==> config.mk <==
export PLATFORM = sky130hd
export DESIGN_NAME = edit_distance_early_exit
export DESIGN_NICKNAME = d
export VERILOG_FILES = /design/src/ede_pkg.sv /design/src/edit_distance_early_exit.sv /design/src/ede_sequencer.sv /design/src/ede_datapath.sv
export SDC_FILE = /design/constraint.sdc
export NUM_CORES = 2
export LEC_CHECK = 0
export ABC_AREA = 0
export BUFFER_PORTS_ARGS = -buffer_cell sky130_fd_sc_hd__buf_2
export CAP_MARGIN = 10
export CORE_AREA = 3 3 358 360
export DETAILED_ROUTE_END_ITERATION = 10
export DIE_AREA = 0 0 361 363
export MAX_ROUTING_LAYER = met4
export PLACE_DENSITY = 0.75
export SLEW_MARGIN = 20
export SYNTH_ARGS = -nofsm -noshare
export SYNTH_HDL_FRONTEND = slang
export SYNTH_HIERARCHICAL = 1
export SYNTH_SLANG_ARGS = --single-unit
==> constraint.sdc <==
create_clock -name clock -period 8.9 [get_ports clock]
set_input_delay 0.89 -clock clock [delete_from_list [all_inputs] [get_ports clock]]
set_output_delay 0.89 -clock clock [all_outputs]
set_load 0.05 [all_outputs]
==> src/ede_pkg.sv <==
`timescale 1ns / 1ps
// ----------------------------------------------------------------------------
// ede_pkg
// Shared types, codes and the microcode program of the edit distance engine.
// ----------------------------------------------------------------------------
package ede_pkg;

   typedef logic [1:0] mode_type;
   typedef logic [3:0] op_type;
   typedef logic [2:0] cond_type;
   typedef logic [3:0] step_type;

   localparam mode_type MODE_LOAD_FIRST  = 2'd0;
   localparam mode_type MODE_LOAD_SECOND = 2'd1;
   localparam mode_type MODE_COMPUTE     = 2'd2;

   localparam logic [7:0] THRESHOLD_RESET = 8'd8;
   localparam logic [1:0] SUBST_COST      = 2'd2;
   localparam logic [7:0] CAP             = 8'd255;

   // datapath operations
   localparam op_type OP_NOP       = 4'd0;
   localparam op_type OP_SETUP     = 4'd1;
   localparam op_type OP_INIT_ROW  = 4'd2;
   localparam op_type OP_NEXT_ROW  = 4'd3;
   localparam op_type OP_ROW_SETUP = 4'd4;
   localparam op_type OP_CELL      = 4'd5;
   localparam op_type OP_OUT_DONE  = 4'd6;
   localparam op_type OP_OUT_EARLY = 4'd7;
   localparam op_type OP_OUT_EMPTY = 4'd8;

   // branch conditions
   localparam cond_type COND_NONE      = 3'd0;
   localparam cond_type COND_ALWAYS    = 3'd1;
   localparam cond_type COND_WAIT_GO   = 3'd2;
   localparam cond_type COND_RLEN_ZERO = 3'd3;
   localparam cond_type COND_J_MORE    = 3'd4;
   localparam cond_type COND_OVER_THR  = 3'd5;
   localparam cond_type COND_I_MORE    = 3'd6;

   // program steps
   localparam step_type STEP_IDLE      = 4'd0;
   localparam step_type STEP_CHECK     = 4'd1;
   localparam step_type STEP_INIT      = 4'd2;
   localparam step_type STEP_ROW_START = 4'd3;
   localparam step_type STEP_ROW_SETUP = 4'd4;
   localparam step_type STEP_CELL      = 4'd5;
   localparam step_type STEP_ROW_END   = 4'd6;
   localparam step_type STEP_ROW_NEXT  = 4'd7;
   localparam step_type STEP_DONE      = 4'd8;
   localparam step_type STEP_EARLY     = 4'd9;
   localparam step_type STEP_EMPTY     = 4'd10;

   typedef struct packed {
      op_type   op;
      cond_type cond;
      step_type target;
   } ucode_type;

   typedef struct packed {
      logic rlen_zero;
      logic j_more;
      logic i_more;
      logic over_thr;
   } status_type;

   function automatic ucode_type ucode_rom(input step_type step);
      ucode_type word;
      case (step)
         STEP_IDLE:      word = '{OP_SETUP,     COND_WAIT_GO,   STEP_IDLE};
         STEP_CHECK:     word = '{OP_NOP,       COND_RLEN_ZERO, STEP_EMPTY};
         STEP_INIT:      word = '{OP_INIT_ROW,  COND_J_MORE,    STEP_INIT};
         STEP_ROW_START: word = '{OP_NEXT_ROW,  COND_NONE,      STEP_IDLE};
         STEP_ROW_SETUP: word = '{OP_ROW_SETUP, COND_NONE,      STEP_IDLE};
         STEP_CELL:      word = '{OP_CELL,      COND_J_MORE,    STEP_CELL};
         STEP_ROW_END:   word = '{OP_NOP,       COND_OVER_THR,  STEP_EARLY};
         STEP_ROW_NEXT:  word = '{OP_NOP,       COND_I_MORE,    STEP_ROW_START};
         STEP_DONE:      word = '{OP_OUT_DONE,  COND_ALWAYS,    STEP_IDLE};
         STEP_EARLY:     word = '{OP_OUT_EARLY, COND_ALWAYS,    STEP_IDLE};
         STEP_EMPTY:     word = '{OP_OUT_EMPTY, COND_ALWAYS,    STEP_IDLE};
         default:        word = '{OP_NOP,       COND_ALWAYS,    STEP_IDLE};
      endcase
      return word;
   endfunction

   function automatic logic [7:0] sat_add(input logic [7:0] a, input logic [1:0] b);
      logic [8:0] sum;
      sum = {1'b0, a} + {7'd0, b};
      return sum[8] ? CAP : sum[7:0];
   endfunction

endpackage

==> src/edit_distance_early_exit.sv <==
`timescale 1ns / 1ps
// ----------------------------------------------------------------------------
// edit_distance_early_exit
// Weighted edit distance of two loaded byte strings with a row-minimum exit.
// ----------------------------------------------------------------------------
// Load beats (mode 0 or 1) are taken one per cycle while busy is low and give
// no result. A compute beat holds busy high while a microcoded sequencer walks
// the table one cell per cycle through a single row memory, a row per byte of
// the longer string; it stops on an early exit and skips the table when a
// string is empty. The result then appears for one cycle on rsp_strobe; the
// receiver cannot stall it, so it must be taken then.
module edit_distance_early_exit #(
   parameter int MAX_LEN = 64
) (
   input  logic       clock,
   input  logic       reset,
   input  logic       start,
   output logic       busy,
   input  logic [1:0] req_mode,
   input  logic [7:0] req_char_byte,
   output logic       rsp_strobe,
   output logic [7:0] rsp_distance,
   output logic       rsp_early_exit,
   output logic       rsp_overflow,
   input  logic       csr_valid,
   output logic       csr_ready,
   input  logic [7:0] csr_data
);

   localparam int LW = $clog2(MAX_LEN + 1);
   localparam int AW = (MAX_LEN > 1) ? $clog2(MAX_LEN) : 1;

   logic [LW-1:0] first_len_ff, first_len_in, second_len_ff, second_len_in;
   logic          ovf_ff, ovf_in;
   logic [7:0]    threshold_ff;
   logic          accept, go;
   logic          wr_first, wr_second;
   logic [AW-1:0] wr_addr;

   ede_pkg::op_type     op;
   ede_pkg::status_type status;

   assign accept    = start && !busy;
   assign go        = accept && (req_mode == ede_pkg::MODE_COMPUTE);
   assign csr_ready = !busy;

   always_comb begin
      first_len_in  = first_len_ff;
      second_len_in = second_len_ff;
      ovf_in        = ovf_ff;
      wr_first      = 1'b0;
      wr_second     = 1'b0;
      wr_addr       = AW'(first_len_ff);
      if (accept) begin
         case (req_mode)
            ede_pkg::MODE_LOAD_FIRST: begin
               if (first_len_ff < LW'(MAX_LEN)) begin
                  wr_first     = 1'b1;
                  first_len_in = first_len_ff + LW'(1);
               end else begin
                  ovf_in = 1'b1;
               end
            end
            ede_pkg::MODE_LOAD_SECOND: begin
               wr_addr = AW'(second_len_ff);
               if (second_len_ff < LW'(MAX_LEN)) begin
                  wr_second     = 1'b1;
                  second_len_in = second_len_ff + LW'(1);
               end else begin
                  ovf_in = 1'b1;
               end
            end
            ede_pkg::MODE_COMPUTE: begin
               first_len_in  = '0;
               second_len_in = '0;
               ovf_in        = 1'b0;
            end
            default: begin
            end
         endcase
      end
   end

   always_ff @(posedge clock) begin
      if (reset) begin
         first_len_ff  <= '0;
         second_len_ff <= '0;
         ovf_ff        <= 1'b0;
         threshold_ff  <= ede_pkg::THRESHOLD_RESET;
      end else begin
         first_len_ff  <= first_len_in;
         second_len_ff <= second_len_in;
         ovf_ff        <= ovf_in;
         if (csr_valid && csr_ready) begin
            threshold_ff <= csr_data;
         end
      end
   end

   ede_sequencer u_sequencer (
      .clock  (clock),
      .reset  (reset),
      .go     (go),
      .status (status),
      .op     (op),
      .busy   (busy)
   );

   ede_datapath #(
      .MAX_LEN (MAX_LEN)
   ) u_datapath (
      .clock          (clock),
      .reset          (reset),
      .op             (op),
      .wr_first       (wr_first),
      .wr_second      (wr_second),
      .wr_addr        (wr_addr),
      .wr_data        (req_char_byte),
      .first_len      (first_len_ff),
      .second_len     (second_len_ff),
      .overflow_seen  (ovf_ff),
      .threshold      (threshold_ff),
      .status         (status),
      .rsp_strobe     (rsp_strobe),
      .rsp_distance   (rsp_distance),
      .rsp_early_exit (rsp_early_exit),
      .rsp_overflow   (rsp_overflow)
   );

endmodule

==> src/ede_sequencer.sv <==
`timescale 1ns / 1ps
// ----------------------------------------------------------------------------
// ede_sequencer
// Step counter over the microcode table with conditional branching.
// ----------------------------------------------------------------------------
module ede_sequencer (
   input  logic                   clock,
   input  logic                   reset,
   input  logic                   go,
   input  ede_pkg::status_type    status,
   output ede_pkg::op_type        op,
   output logic                   busy
);

   ede_pkg::step_type  pc_ff;
   ede_pkg::step_type  pc_in;
   ede_pkg::ucode_type word;
   logic               taken;

   always_comb begin
      word = ede_pkg::ucode_rom(pc_ff);
      case (word.cond)
         ede_pkg::COND_NONE:      taken = 1'b0;
         ede_pkg::COND_ALWAYS:    taken = 1'b1;
         ede_pkg::COND_WAIT_GO:   taken = !go;
         ede_pkg::COND_RLEN_ZERO: taken = status.rlen_zero;
         ede_pkg::COND_J_MORE:    taken = status.j_more;
         ede_pkg::COND_OVER_THR:  taken = status.over_thr;
         ede_pkg::COND_I_MORE:    taken = status.i_more;
         default:                 taken = 1'b1;
      endcase
      pc_in = taken ? word.target : pc_ff + 4'd1;
      // waiting step runs its operation only on the start beat
      op = (word.cond == ede_pkg::COND_WAIT_GO && !go) ? ede_pkg::OP_NOP : word.op;
   end

   always_ff @(posedge clock) begin
      if (reset) begin
         pc_ff <= ede_pkg::STEP_IDLE;
      end else begin
         pc_ff <= pc_in;
      end
   end

   assign busy = (pc_ff != ede_pkg::STEP_IDLE);

endmodule

==> src/ede_datapath.sv <==
`timescale 1ns / 1ps
// ----------------------------------------------------------------------------
// ede_datapath
// String and row memories, cell update and result registers.
// ----------------------------------------------------------------------------
module ede_datapath #(
   parameter int MAX_LEN = 64
) (
   input  logic                                 clock,
   input  logic                                 reset,
   input  ede_pkg::op_type                      op,
   input  logic                                 wr_first,
   input  logic                                 wr_second,
   input  logic [((MAX_LEN > 1) ? $clog2(MAX_LEN) : 1)-1:0] wr_addr,
   input  logic [7:0]                           wr_data,
   input  logic [$clog2(MAX_LEN+1)-1:0]         first_len,
   input  logic [$clog2(MAX_LEN+1)-1:0]         second_len,
   input  logic                                 overflow_seen,
   input  logic [7:0]                           threshold,
   output ede_pkg::status_type                  status,
   output logic                                 rsp_strobe,
   output logic [7:0]                           rsp_distance,
   output logic                                 rsp_early_exit,
   output logic                                 rsp_overflow
);

   localparam int LW = $clog2(MAX_LEN + 1);
   localparam int AW = (MAX_LEN > 1) ? $clog2(MAX_LEN) : 1;
   localparam int JW = $clog2(MAX_LEN + 2);
   localparam int RW = $clog2(MAX_LEN + 1);

   logic [7:0] first_mem  [0:MAX_LEN-1];
   logic [7:0] second_mem [0:MAX_LEN-1];
   logic [7:0] row_mem    [0:MAX_LEN];

   logic [7:0]    first_rd_ff, second_rd_ff, row_rd_ff;
   logic          swap_ff, swap_in;
   logic [LW-1:0] rlen_ff, rlen_in, clen_ff, clen_in, i_ff, i_in;
   logic [JW-1:0] j_ff, j_in;
   logic [7:0]    diag_ff, diag_in, left_ff, left_in, lowest_ff, lowest_in;
   logic [7:0]    col_char_ff, col_char_in;
   logic          ovf_ff, ovf_in;
   logic          strobe_ff, strobe_in;
   logic [7:0]    dist_ff, dist_in;
   logic          early_ff, early_in;
   logic          out_ovf_ff, out_ovf_in;

   logic          row_we;
   logic [7:0]    row_wdata;
   logic [AW-1:0] rs_addr, cs_addr;
   logic [7:0]    row_char, col_rd;
   logic [7:0]    best, del_cost, ins_cost;
   logic [1:0]    sub_cost;

   assign row_char = swap_ff ? second_rd_ff : first_rd_ff;
   assign col_rd   = swap_ff ? first_rd_ff  : second_rd_ff;

   // cell update
   always_comb begin
      sub_cost = (row_char == col_char_ff) ? 2'd0 : ede_pkg::SUBST_COST;
      best     = ede_pkg::sat_add(diag_ff, sub_cost);
      del_cost = ede_pkg::sat_add(row_rd_ff, 2'd1);
      ins_cost = ede_pkg::sat_add(left_ff, 2'd1);
      if (del_cost < best) begin
         best = del_cost;
      end
      if (ins_cost < best) begin
         best = ins_cost;
      end
   end

   always_comb begin
      swap_in     = swap_ff;
      rlen_in     = rlen_ff;
      clen_in     = clen_ff;
      i_in        = i_ff;
      j_in        = j_ff;
      diag_in     = diag_ff;
      left_in     = left_ff;
      lowest_in   = lowest_ff;
      col_char_in = col_char_ff;
      ovf_in      = ovf_ff;
      strobe_in   = 1'b0;
      dist_in     = dist_ff;
      early_in    = early_ff;
      out_ovf_in  = out_ovf_ff;
      row_we      = 1'b0;
      row_wdata   = best;
      case (op)
         ede_pkg::OP_SETUP: begin
            swap_in = (first_len > second_len);
            rlen_in = swap_in ? second_len : first_len;
            clen_in = swap_in ? first_len : second_len;
            i_in    = '0;
            j_in    = '0;
            ovf_in  = overflow_seen;
         end
         ede_pkg::OP_INIT_ROW: begin
            row_we    = 1'b1;
            row_wdata = 8'(j_ff);
            j_in      = j_ff + JW'(1);
         end
         ede_pkg::OP_NEXT_ROW: begin
            i_in = i_ff + LW'(1);
            j_in = '0;
         end
         ede_pkg::OP_ROW_SETUP: begin
            diag_in     = row_rd_ff;
            col_char_in = col_rd;
            left_in     = 8'(i_ff);
            lowest_in   = 8'(i_ff);
            row_we      = 1'b1;
            row_wdata   = 8'(i_ff);
            j_in        = JW'(1);
         end
         ede_pkg::OP_CELL: begin
            row_we    = 1'b1;
            row_wdata = best;
            left_in   = best;
            diag_in   = row_rd_ff;
            lowest_in = (best < lowest_ff) ? best : lowest_ff;
            j_in      = j_ff + JW'(1);
         end
         ede_pkg::OP_OUT_DONE: begin
            strobe_in  = 1'b1;
            dist_in    = left_ff;
            early_in   = 1'b0;
            out_ovf_in = ovf_ff;
         end
         ede_pkg::OP_OUT_EARLY: begin
            strobe_in  = 1'b1;
            dist_in    = lowest_ff;
            early_in   = 1'b1;
            out_ovf_in = ovf_ff;
         end
         ede_pkg::OP_OUT_EMPTY: begin
            strobe_in  = 1'b1;
            dist_in    = 8'(clen_ff);
            early_in   = 1'b0;
            out_ovf_in = ovf_ff;
         end
         default: begin
         end
      endcase
   end

   // read addresses use the next index values, matching the index registers
   assign rs_addr = AW'(j_in - JW'(1));
   assign cs_addr = AW'(i_in - LW'(1));

   always_ff @(posedge clock) begin
      if (wr_first) begin
         first_mem[wr_addr] <= wr_data;
      end
      if (wr_second) begin
         second_mem[wr_addr] <= wr_data;
      end
      first_rd_ff  <= first_mem[swap_ff ? cs_addr : rs_addr];
      second_rd_ff <= second_mem[swap_ff ? rs_addr : cs_addr];
   end

   always_ff @(posedge clock) begin
      if (row_we) begin
         row_mem[j_ff[RW-1:0]] <= row_wdata;
      end
      row_rd_ff <= row_mem[j_in[RW-1:0]];
   end

   always_ff @(posedge clock) begin
      if (reset) begin
         strobe_ff <= 1'b0;
      end else begin
         strobe_ff <= strobe_in;
      end
   end

   always_ff @(posedge clock) begin
      swap_ff     <= swap_in;
      rlen_ff     <= rlen_in;
      clen_ff     <= clen_in;
      i_ff        <= i_in;
      j_ff        <= j_in;
      diag_ff     <= diag_in;
      left_ff     <= left_in;
      lowest_ff   <= lowest_in;
      col_char_ff <= col_char_in;
      ovf_ff      <= ovf_in;
      dist_ff     <= dist_in;
      early_ff    <= early_in;
      out_ovf_ff  <= out_ovf_in;
   end

   assign status.rlen_zero = (rlen_ff == '0);
   assign status.j_more    = (j_ff != JW'(rlen_ff));
   assign status.i_more    = (i_ff != clen_ff);
   assign status.over_thr  = (lowest_ff > threshold);

   assign rsp_strobe     = strobe_ff;
   assign rsp_distance   = dist_ff;
   assign rsp_early_exit = early_ff;
   assign rsp_overflow   = out_ovf_ff;

endmodule

# Word level (Yosys, flattened, before mapping)
# Memories as Yosys holds them, arrays and structs flattened. A register that Yosys moved wholly into a read port is not among the register bits.
# Index checks and enable logic that the tools add are counted.
[totals] n_memories=4 reg_bits=100 rom_bits=176 ram_bits=1544 input_bits=22 wordCells=136 output_inout_bits=13
[classes] n_reduce_logical=26 addsub=10 mux=47 eq_ne=23 n_lt_le_gt_ge=7
[memory_table] name="u_datapath.row_mem" depth=65 word_bits=8 read_ports=1 rd_ports_with_merged_regs=1 write_ports=1 line="ede_datapath.sv:34" text="logic [7:0] row_mem [0:MAX_LEN];"
[memory_table] name="u_datapath.first_mem" depth=64 word_bits=8 read_ports=1 rd_ports_with_merged_regs=1 write_ports=1 line="ede_datapath.sv:32" text="logic [7:0] first_mem [0:MAX_LEN-1];"
[memory_table] name="u_datapath.second_mem" depth=64 word_bits=8 read_ports=1 rd_ports_with_merged_regs=1 write_ports=1 line="ede_datapath.sv:33" text="logic [7:0] second_mem [0:MAX_LEN-1];"
[memory_table] name="(name not given)" depth=16 word_bits=11 read_ports=1 rd_ports_with_merged_regs=1 write_ports=0 line="ede_pkg.sv:69" text="case (step)"
[ops] operator="two-way mux 8 bit" count=8
[ops] operator="case mux 8 bit (2 select lines)" count=3
[ops] operator="case mux 7 bit (2 select lines)" count=3
[ops] operator="adder 7 x 1 -> 7 bit, second input constant" count=4
[ops] operator="two-way mux 7 bit" count=4
[ops] operator="< comparator 8 bit" count=3
[ops] operator="two-way mux 6 bit" count=4
[ops] operator="case mux 8 bit (3 select lines)" count=1
[ops] operator="case mux 7 bit (3 select lines)" count=1
[ops] operator="adder 8 x 1 -> 9 bit, second input constant" count=2
[ops] operator="equality test 4 x 3 -> 1 bit, second input constant" count=4
[ops] operator="two-way mux 1 bit" count=16
[ops] operator="< comparator 7 bit, second input constant" count=2
[ops] operator="inequality test 7 bit" count=2
[ops] operator="two-way mux 4 bit" count=3
[ops] operator="subtractor 6 x 1 -> 6 bit, second input constant" count=2
[ops] operator="adder 8 x 2 -> 9 bit" count=1
[ops] operator="equality test 3 bit, second input constant" count=3
[ops] operator="equality test 4 x 2 -> 1 bit, second input constant" count=2
[ops] operator="equality test 8 bit" count=1
[ops] operator="greater-than comparator 8 bit" count=1
[ops] operator="inequality test 2 bit, second input constant" count=4
[ops] operator="nonzero test 2 bit" count=4
[ops] operator="OR reduction 2 bit" count=4
[ops] operator="other kinds (23)" count=31

# Depth between registers and ports, before layout
[depth] word_depth=12 mapped_depth=35 ltp_nobuf=32

# By module
# The synthesis kept the hierarchy.
[by_module_without_submodules] module="ede_datapath" instances=1 seq_area_each_um2=48896.9 cells_per_inst=4604 area_each_um2=69125.0
[by_module_without_submodules] module="edit_distance_early_exit" instances=1 seq_area_each_um2=460.4 cells_per_inst=154 area_each_um2=1231.2
[by_module_without_submodules] module="ede_sequencer" instances=1 seq_area_each_um2=300.3 cells_per_inst=78 area_each_um2=765.7

# Worst setup path after synthesis
# No wires, ideal clock.
[synth_path] path_kind="register to register" startpoint="register u_datapath.swap_ff" endpoint="memory u_datapath.row_mem[0][0], data pin" arrival_time_ps=7833 path_slack_ps=358 setup_time_ps=710 n_path_buf=3 required_time_ps=8190 stages_incl_launch_ff=27 period_less_slack_ps=8542 path_cell_list="edfxtp_1 -> buf_2 -> buf_1 -> clkbuf_1 -> mux2i_1 -> xnor2_1 -> nor4_1 -> nand2_1 -> ha_1 -> ha_1 -> nand3_1 -> nor2_1 -> nand3_1 -> o21ai_0 -> ha_1 -> and4_1 -> a221oi_2 -> o21ai_1 -> mux2i_1 -> ha_1 -> a21oi_1 -> nor2b_1 -> o21ai_0 -> o211ai_1 -> nor2_1 -> o22ai_1 -> o21ai_0"
[synth_between] elab_chain_len=10
[synth_lines] element="from (decl)" line="ede_datapath.sv:37" text="logic swap_ff, swap_in;"
[synth_lines] element="from (signal assigned)" line="ede_datapath.sv:178" text="swap_ff <= swap_in;"
[synth_lines] element="two-way mux 8 bit *" line="ede_datapath.sv:55" text="assign row_char = swap_ff ? second_rd_ff : first_rd_ff;"
[synth_lines] element="equality test 8 bit *" line="ede_datapath.sv:60" text="sub_cost = (row_char == col_char_ff) ? 2'd0 : ede_pkg::SUBST_COST;"
[synth_lines] element="two-way mux 2 bit *" line="ede_datapath.sv:60"
[synth_lines] element="adder 8 x 2 -> 9 bit *" line="ede_pkg.sv:88" text="sum = {1'b0, a} + {7'd0, b};"
[synth_lines] element="two-way mux 8 bit *" line="ede_pkg.sv:89" text="return sum[8] ? CAP : sum[7:0];"
[synth_lines] element="< comparator 8 bit" line="ede_datapath.sv:64" text="if (del_cost < best) begin"
[synth_lines] element="two-way mux 8 bit *" line="ede_datapath.sv:64"
[synth_lines] element="< comparator 8 bit" line="ede_datapath.sv:67" text="if (ins_cost < best) begin"
[synth_lines] element="two-way mux 8 bit *" line="ede_datapath.sv:67"
[synth_lines] element="case mux 8 bit (2 select lines) *" line="ede_datapath.sv:89" text="case (op)"
[synth_lines] element="named net u_datapath.row_wdata[0]" line="ede_datapath.sv:49" text="logic [7:0] row_wdata;"
[synth_lines] element="to (decl)" line="ede_datapath.sv:34"
# Mark *: on every way through the listed nets, which the timed path passes. The rest lies on a longest branch.

# Worst setup path in the final report
[layout_path] startpoint="register u_datapath.swap_ff" endpoint="register u_datapath.lowest_ff[0], enable pin"
[layout_between] elab_chain_len=12
[layout_lines] element="two-way mux 8 bit *" line="ede_datapath.sv:55"
[layout_lines] element="equality test 8 bit *" line="ede_datapath.sv:60"
[layout_lines] element="two-way mux 2 bit *" line="ede_datapath.sv:60"
[layout_lines] element="adder 8 x 2 -> 9 bit *" line="ede_pkg.sv:88"
[layout_lines] element="two-way mux 8 bit *" line="ede_pkg.sv:89"
[layout_lines] element="< comparator 8 bit" line="ede_datapath.sv:64"
[layout_lines] element="two-way mux 8 bit *" line="ede_datapath.sv:64"
[layout_lines] element="< comparator 8 bit" line="ede_datapath.sv:67"
[layout_lines] element="two-way mux 8 bit *" line="ede_datapath.sv:67"
[layout_lines] element="< comparator 8 bit *" line="ede_datapath.sv:121" text="lowest_in = (best < lowest_ff) ? best : lowest_ff;"
[layout_lines] element="inequality test 2 x 1 -> 1 bit (no source line) *"
[layout_lines] element="AND reduction 2 bit (no source line) *"
[layout_lines] element="to (signal assigned)" line="ede_datapath.sv:185" text="lowest_ff <= lowest_in;"
[layout_lines] element="to (decl)" line="ede_datapath.sv:40" text="logic [7:0] diag_ff, diag_in, left_ff, left_in, lowest_ff, lowest_in;"
# Mark *: on every way between the ends. The rest lies on a longest branch, timed or not.
# A chain may end at the register's enable or synchronous reset.

==> results.py <==
metrics = {
    "grt": {
        "gr-max-usage-layer": "met2",
        "grt_start_max_net_pins": 163,
        "met1_usage_pct": 36.2,
        "antenna_found_initial": 2,
        "grt_use_met3_pct": 4.10,
        "grt_usage_pct": 25.2,
        "use_met2_pct": 37.8,
        "grt_pass1_vias": 39492,
        "grt-ovfl-total": 0,
        "grt_pass1_wl_mm": 244,
    },
    "synthesis": {
        "synth_top_area_share_pct": 67.7,
        "yosysTopAreaCell": "edfxtp_1",
        "yosysWarnings": 6,
        "synthesis.nets": 4907,
        "async_flop_share_pct": 0,
        "ys_seq_area_share_pct": 69.8,
        "syn_area_um2": 71100,
        "synth_top_flop_cell": "edfxtp_1",
        "yosysMostFrequentCell": "edfxtp_1",
        "synth_cell_type_count": 96,
        "synthTopCellsByCount": "1,603 x edfxtp_1, 1,042 x mux2i_1, 594 x nand2_1",
        "synth.avg_cell_area_um2": 14.7,
        "synth_edf_count": 1603,
        "syn-instance-count": 4836,
        "ys_ff_latch": 1679,
        "ys_top_cells_by_area": "edfxtp_1 68%, mux2i_1 15%, nand2_1 3.1%",
    },
    "timing": {
        "tightest_slew_ns": 1.08,
        "finClkSkew_ns": 0.0455,
        "hold_violations": 0,
        "period_minus_slack_ns": 8.05,
        "fmax_mhz": 124,
        "relSlewSlack_pct": 26.8,
        "setup_viol": 0,
        "hold_ws_ns": 0.320,
        "drv_slew": 0,
        "finalCritPeriodShare_pct": 90.5,
        "rsz0062_at_grt": "false",
        "setup_tns_ns": 0,
    },
    "floorplan": {
        "die_w_um": 361,
        "row_count": 130,
        "core_um2": 125000,
        "die_area_um2": 131000,
        "die_y_um": 363,
        "initial_core_util_pct": 56.7,
        "boundaryPins": 35,
    },
    "final_layout": {
        "ff_latch_area_um2": 49700,
        "multiInputGateArea_um2": 20100,
        "utilization_pct": 62.5,
        "layout-drive-gt1-share_pct": 8.43,
        "areaGrowthSynthToFinish_pct": 10.2,
        "fin_nets": 4927,
        "n_fill_cell": 8918,
    },
    "routing": {
        "firstDrtPassIters": 6,
        "drtIter0Drc": 4945,
        "detail_route.vias_per_cell": 6.11,
        "postRouteAntennaNets": 0,
        "remaining_drc_errors": 0,
        "wl_per_cell_um": 24.2,
        "vias": 40597,
        "routed_wl_mm": 161,
    },
    "pwr": {
        "switching_power_mw": 12.4,
        "power_density_nw_per_um2": 406,
        "seqPwrFrac_pct": 32.9,
        "peakVddDrop_mv": 0.393,
        "p_clk_share_pct": 21.3,
        "total_power_mw": 31.8,
        "comb_power_share_pct": 45.8,
        "static-leakage-power_nw": 29.4,
        "p_int_mw": 19.4,
        "switching_share_pct": 39.1,
    },
    "place": {
        "portBuffers": 34,
        "dp_hpwl_mm": 95.3,
        "place_congestion": 0.900,
    },
    "setup_path": {
        "end_kind": "register",
        "crit_slowest_cell": "edfxtp_1",
        "cp_max_fo": 21,
        "worstSetupPathType": "register to register",
        "critPathArrivalTime_ns": 8.51,
        "cpPeakStageDelay_ns": 1.03,
        "cpMostUsedCell": "ha_1",
        "r2r_slack_ns": 0.85,
        "critPathRequiredTime_ns": 9.36,
        "worstSetupStartpointType": "register",
    },
    "clock_network": {
        "cts_buffers": 167,
        "path_clk_slew_ns": 0.06,
        "cts_num_sinks": 1679,
        "cts_resized": 0,
        "insertion_delay_ns": 0.79,
        "cts_tree": "yes",
        "cts_root_buffer": "clkbuf_16",
        "htree_levels": 4,
        "post_cts_buffers": 0,
        "cts_hold_buf": 0,
        "clock_path_buffers": 3,
    },
    "flow_run": {
        "maxCapViolations": 0,
    },
    "min_path": {
        "hold_path.class": "primary input to register",
    },
    "run_status": {
        "status": "finished, final reports clean",
    },
}
[cell type report]
type / count / share of cell area (%)
Sequential cell: 1679 / 63.4
Multi-Input combinational cell: 2817 / 25.6
Timing Repair Buffer: 115 / 1.26
Clock buffer: 224 / 5.77
Clock inverter: 83 / 0.971
Inverter: 76 / 0.380
Tap cell: 1650 / 2.63
Antenna cell: 1 / 0.00319
[logic make-up after synthesis]
group | share of synthesized area [%]
DFF | 69.8
AOI/OAI and AO/OA | 3.19
adders and majority gates | 0.862
muxes | 15.0
xor gates and xnor gates | 0.596
and+or+nand+nor | 8.28
buffers and inverters | 2.23
[flip-flops by register name, indices dropped and copies added (netlist names), 11 cells and up]
name and count:
u_datapath/first_mem 512, u_datapath/row_mem 520, u_datapath/second_mem 512, u_sequencer/word 11
[power groups by stage]
| stage | combinational (mW) | sequential [mW] | clock [mW] |
|---|---|---|---|
| after floorplan | 10.1 | 10.6 | 0 |
| after global placement | 14.0 | 10.6 | 0 |
| after detailed placement | 14.3 | 10.6 | 0 |
| after CTS | 14.4 | 10.5 | 6.89 |
| after global routing | 15.5 | 10.5 | 7.22 |
| final | 14.6 | 10.5 | 6.77 |
[layer usage]
metal / vias to the layer above / wire length [um] / part of all wire [%]
met5: - / 0 / 0
met4: 0 / 3560 / 2.2
met3: 278 / 13700 / 8.5
met2: 1781 / 74300 / 46
met1: 20305 / 69200 / 43
li1: 18233 / - / -
[critical path, delay by kind of cell, from the launching register on]
family | cells | cell delay [ns]
compound gates | 11 | 2.78
simple gates | 8 | 1.49
fa+ha+maj | 4 | 1.21
flops | 1 | 1.03
mux | 3 | 1.03
buf+inv | 1 | 0.10
xor+xnor | 1 | 0.09
[cells in the final DEF (no fill, tap or decap), types with 68 or more instances in the layout]
cell type / netlist / final
a21oi_1: 140 / 139
buf_4: 16 / 75
clkbuf_16: 0 / 171
dfxtp_1: 76 / 76
edfxtp_1: 1603 / 1603
inv_1: 68 / 68
mux2i_1: 1042 / 1038
nand2_1: 594 / 594
nand3_1: 298 / 297
nor2_1: 251 / 250
[path summary, 6_finish.rpt]
kind | from | endpoint | cells past startpoint
setup reg to reg | u_datapath/swap_ff | u_datapath/lowest_ff[0] | 28
setup / recovery | u_datapath/swap_ff | u_datapath/lowest_ff[0] | 28
hold / removal | csr_data[3] | threshold_ff[3] | 3
hold reg to reg | ovf_ff | u_datapath/ovf_ff | 0
[per-stage QoR]
| stage | instances | area, um2 | setup slack (ns) |
|---|---|---|---|
| 2_1_floorplan | 4836 | 71100 | 0.358 |
| 3_3_place_gp | 6335 | 73000 | 1.05 |
| 3_5_place_dp | 6336 | 73000 | 0.917 |
| 4_1_cts | 6643 | 78300 | 0.880 |
| 5_1_grt | 6645 | 78400 | 0.136 |
| 6_report | 6645 | 78400 | 0.848 |
Note: power is estimated with default switching activity, not from simulation.
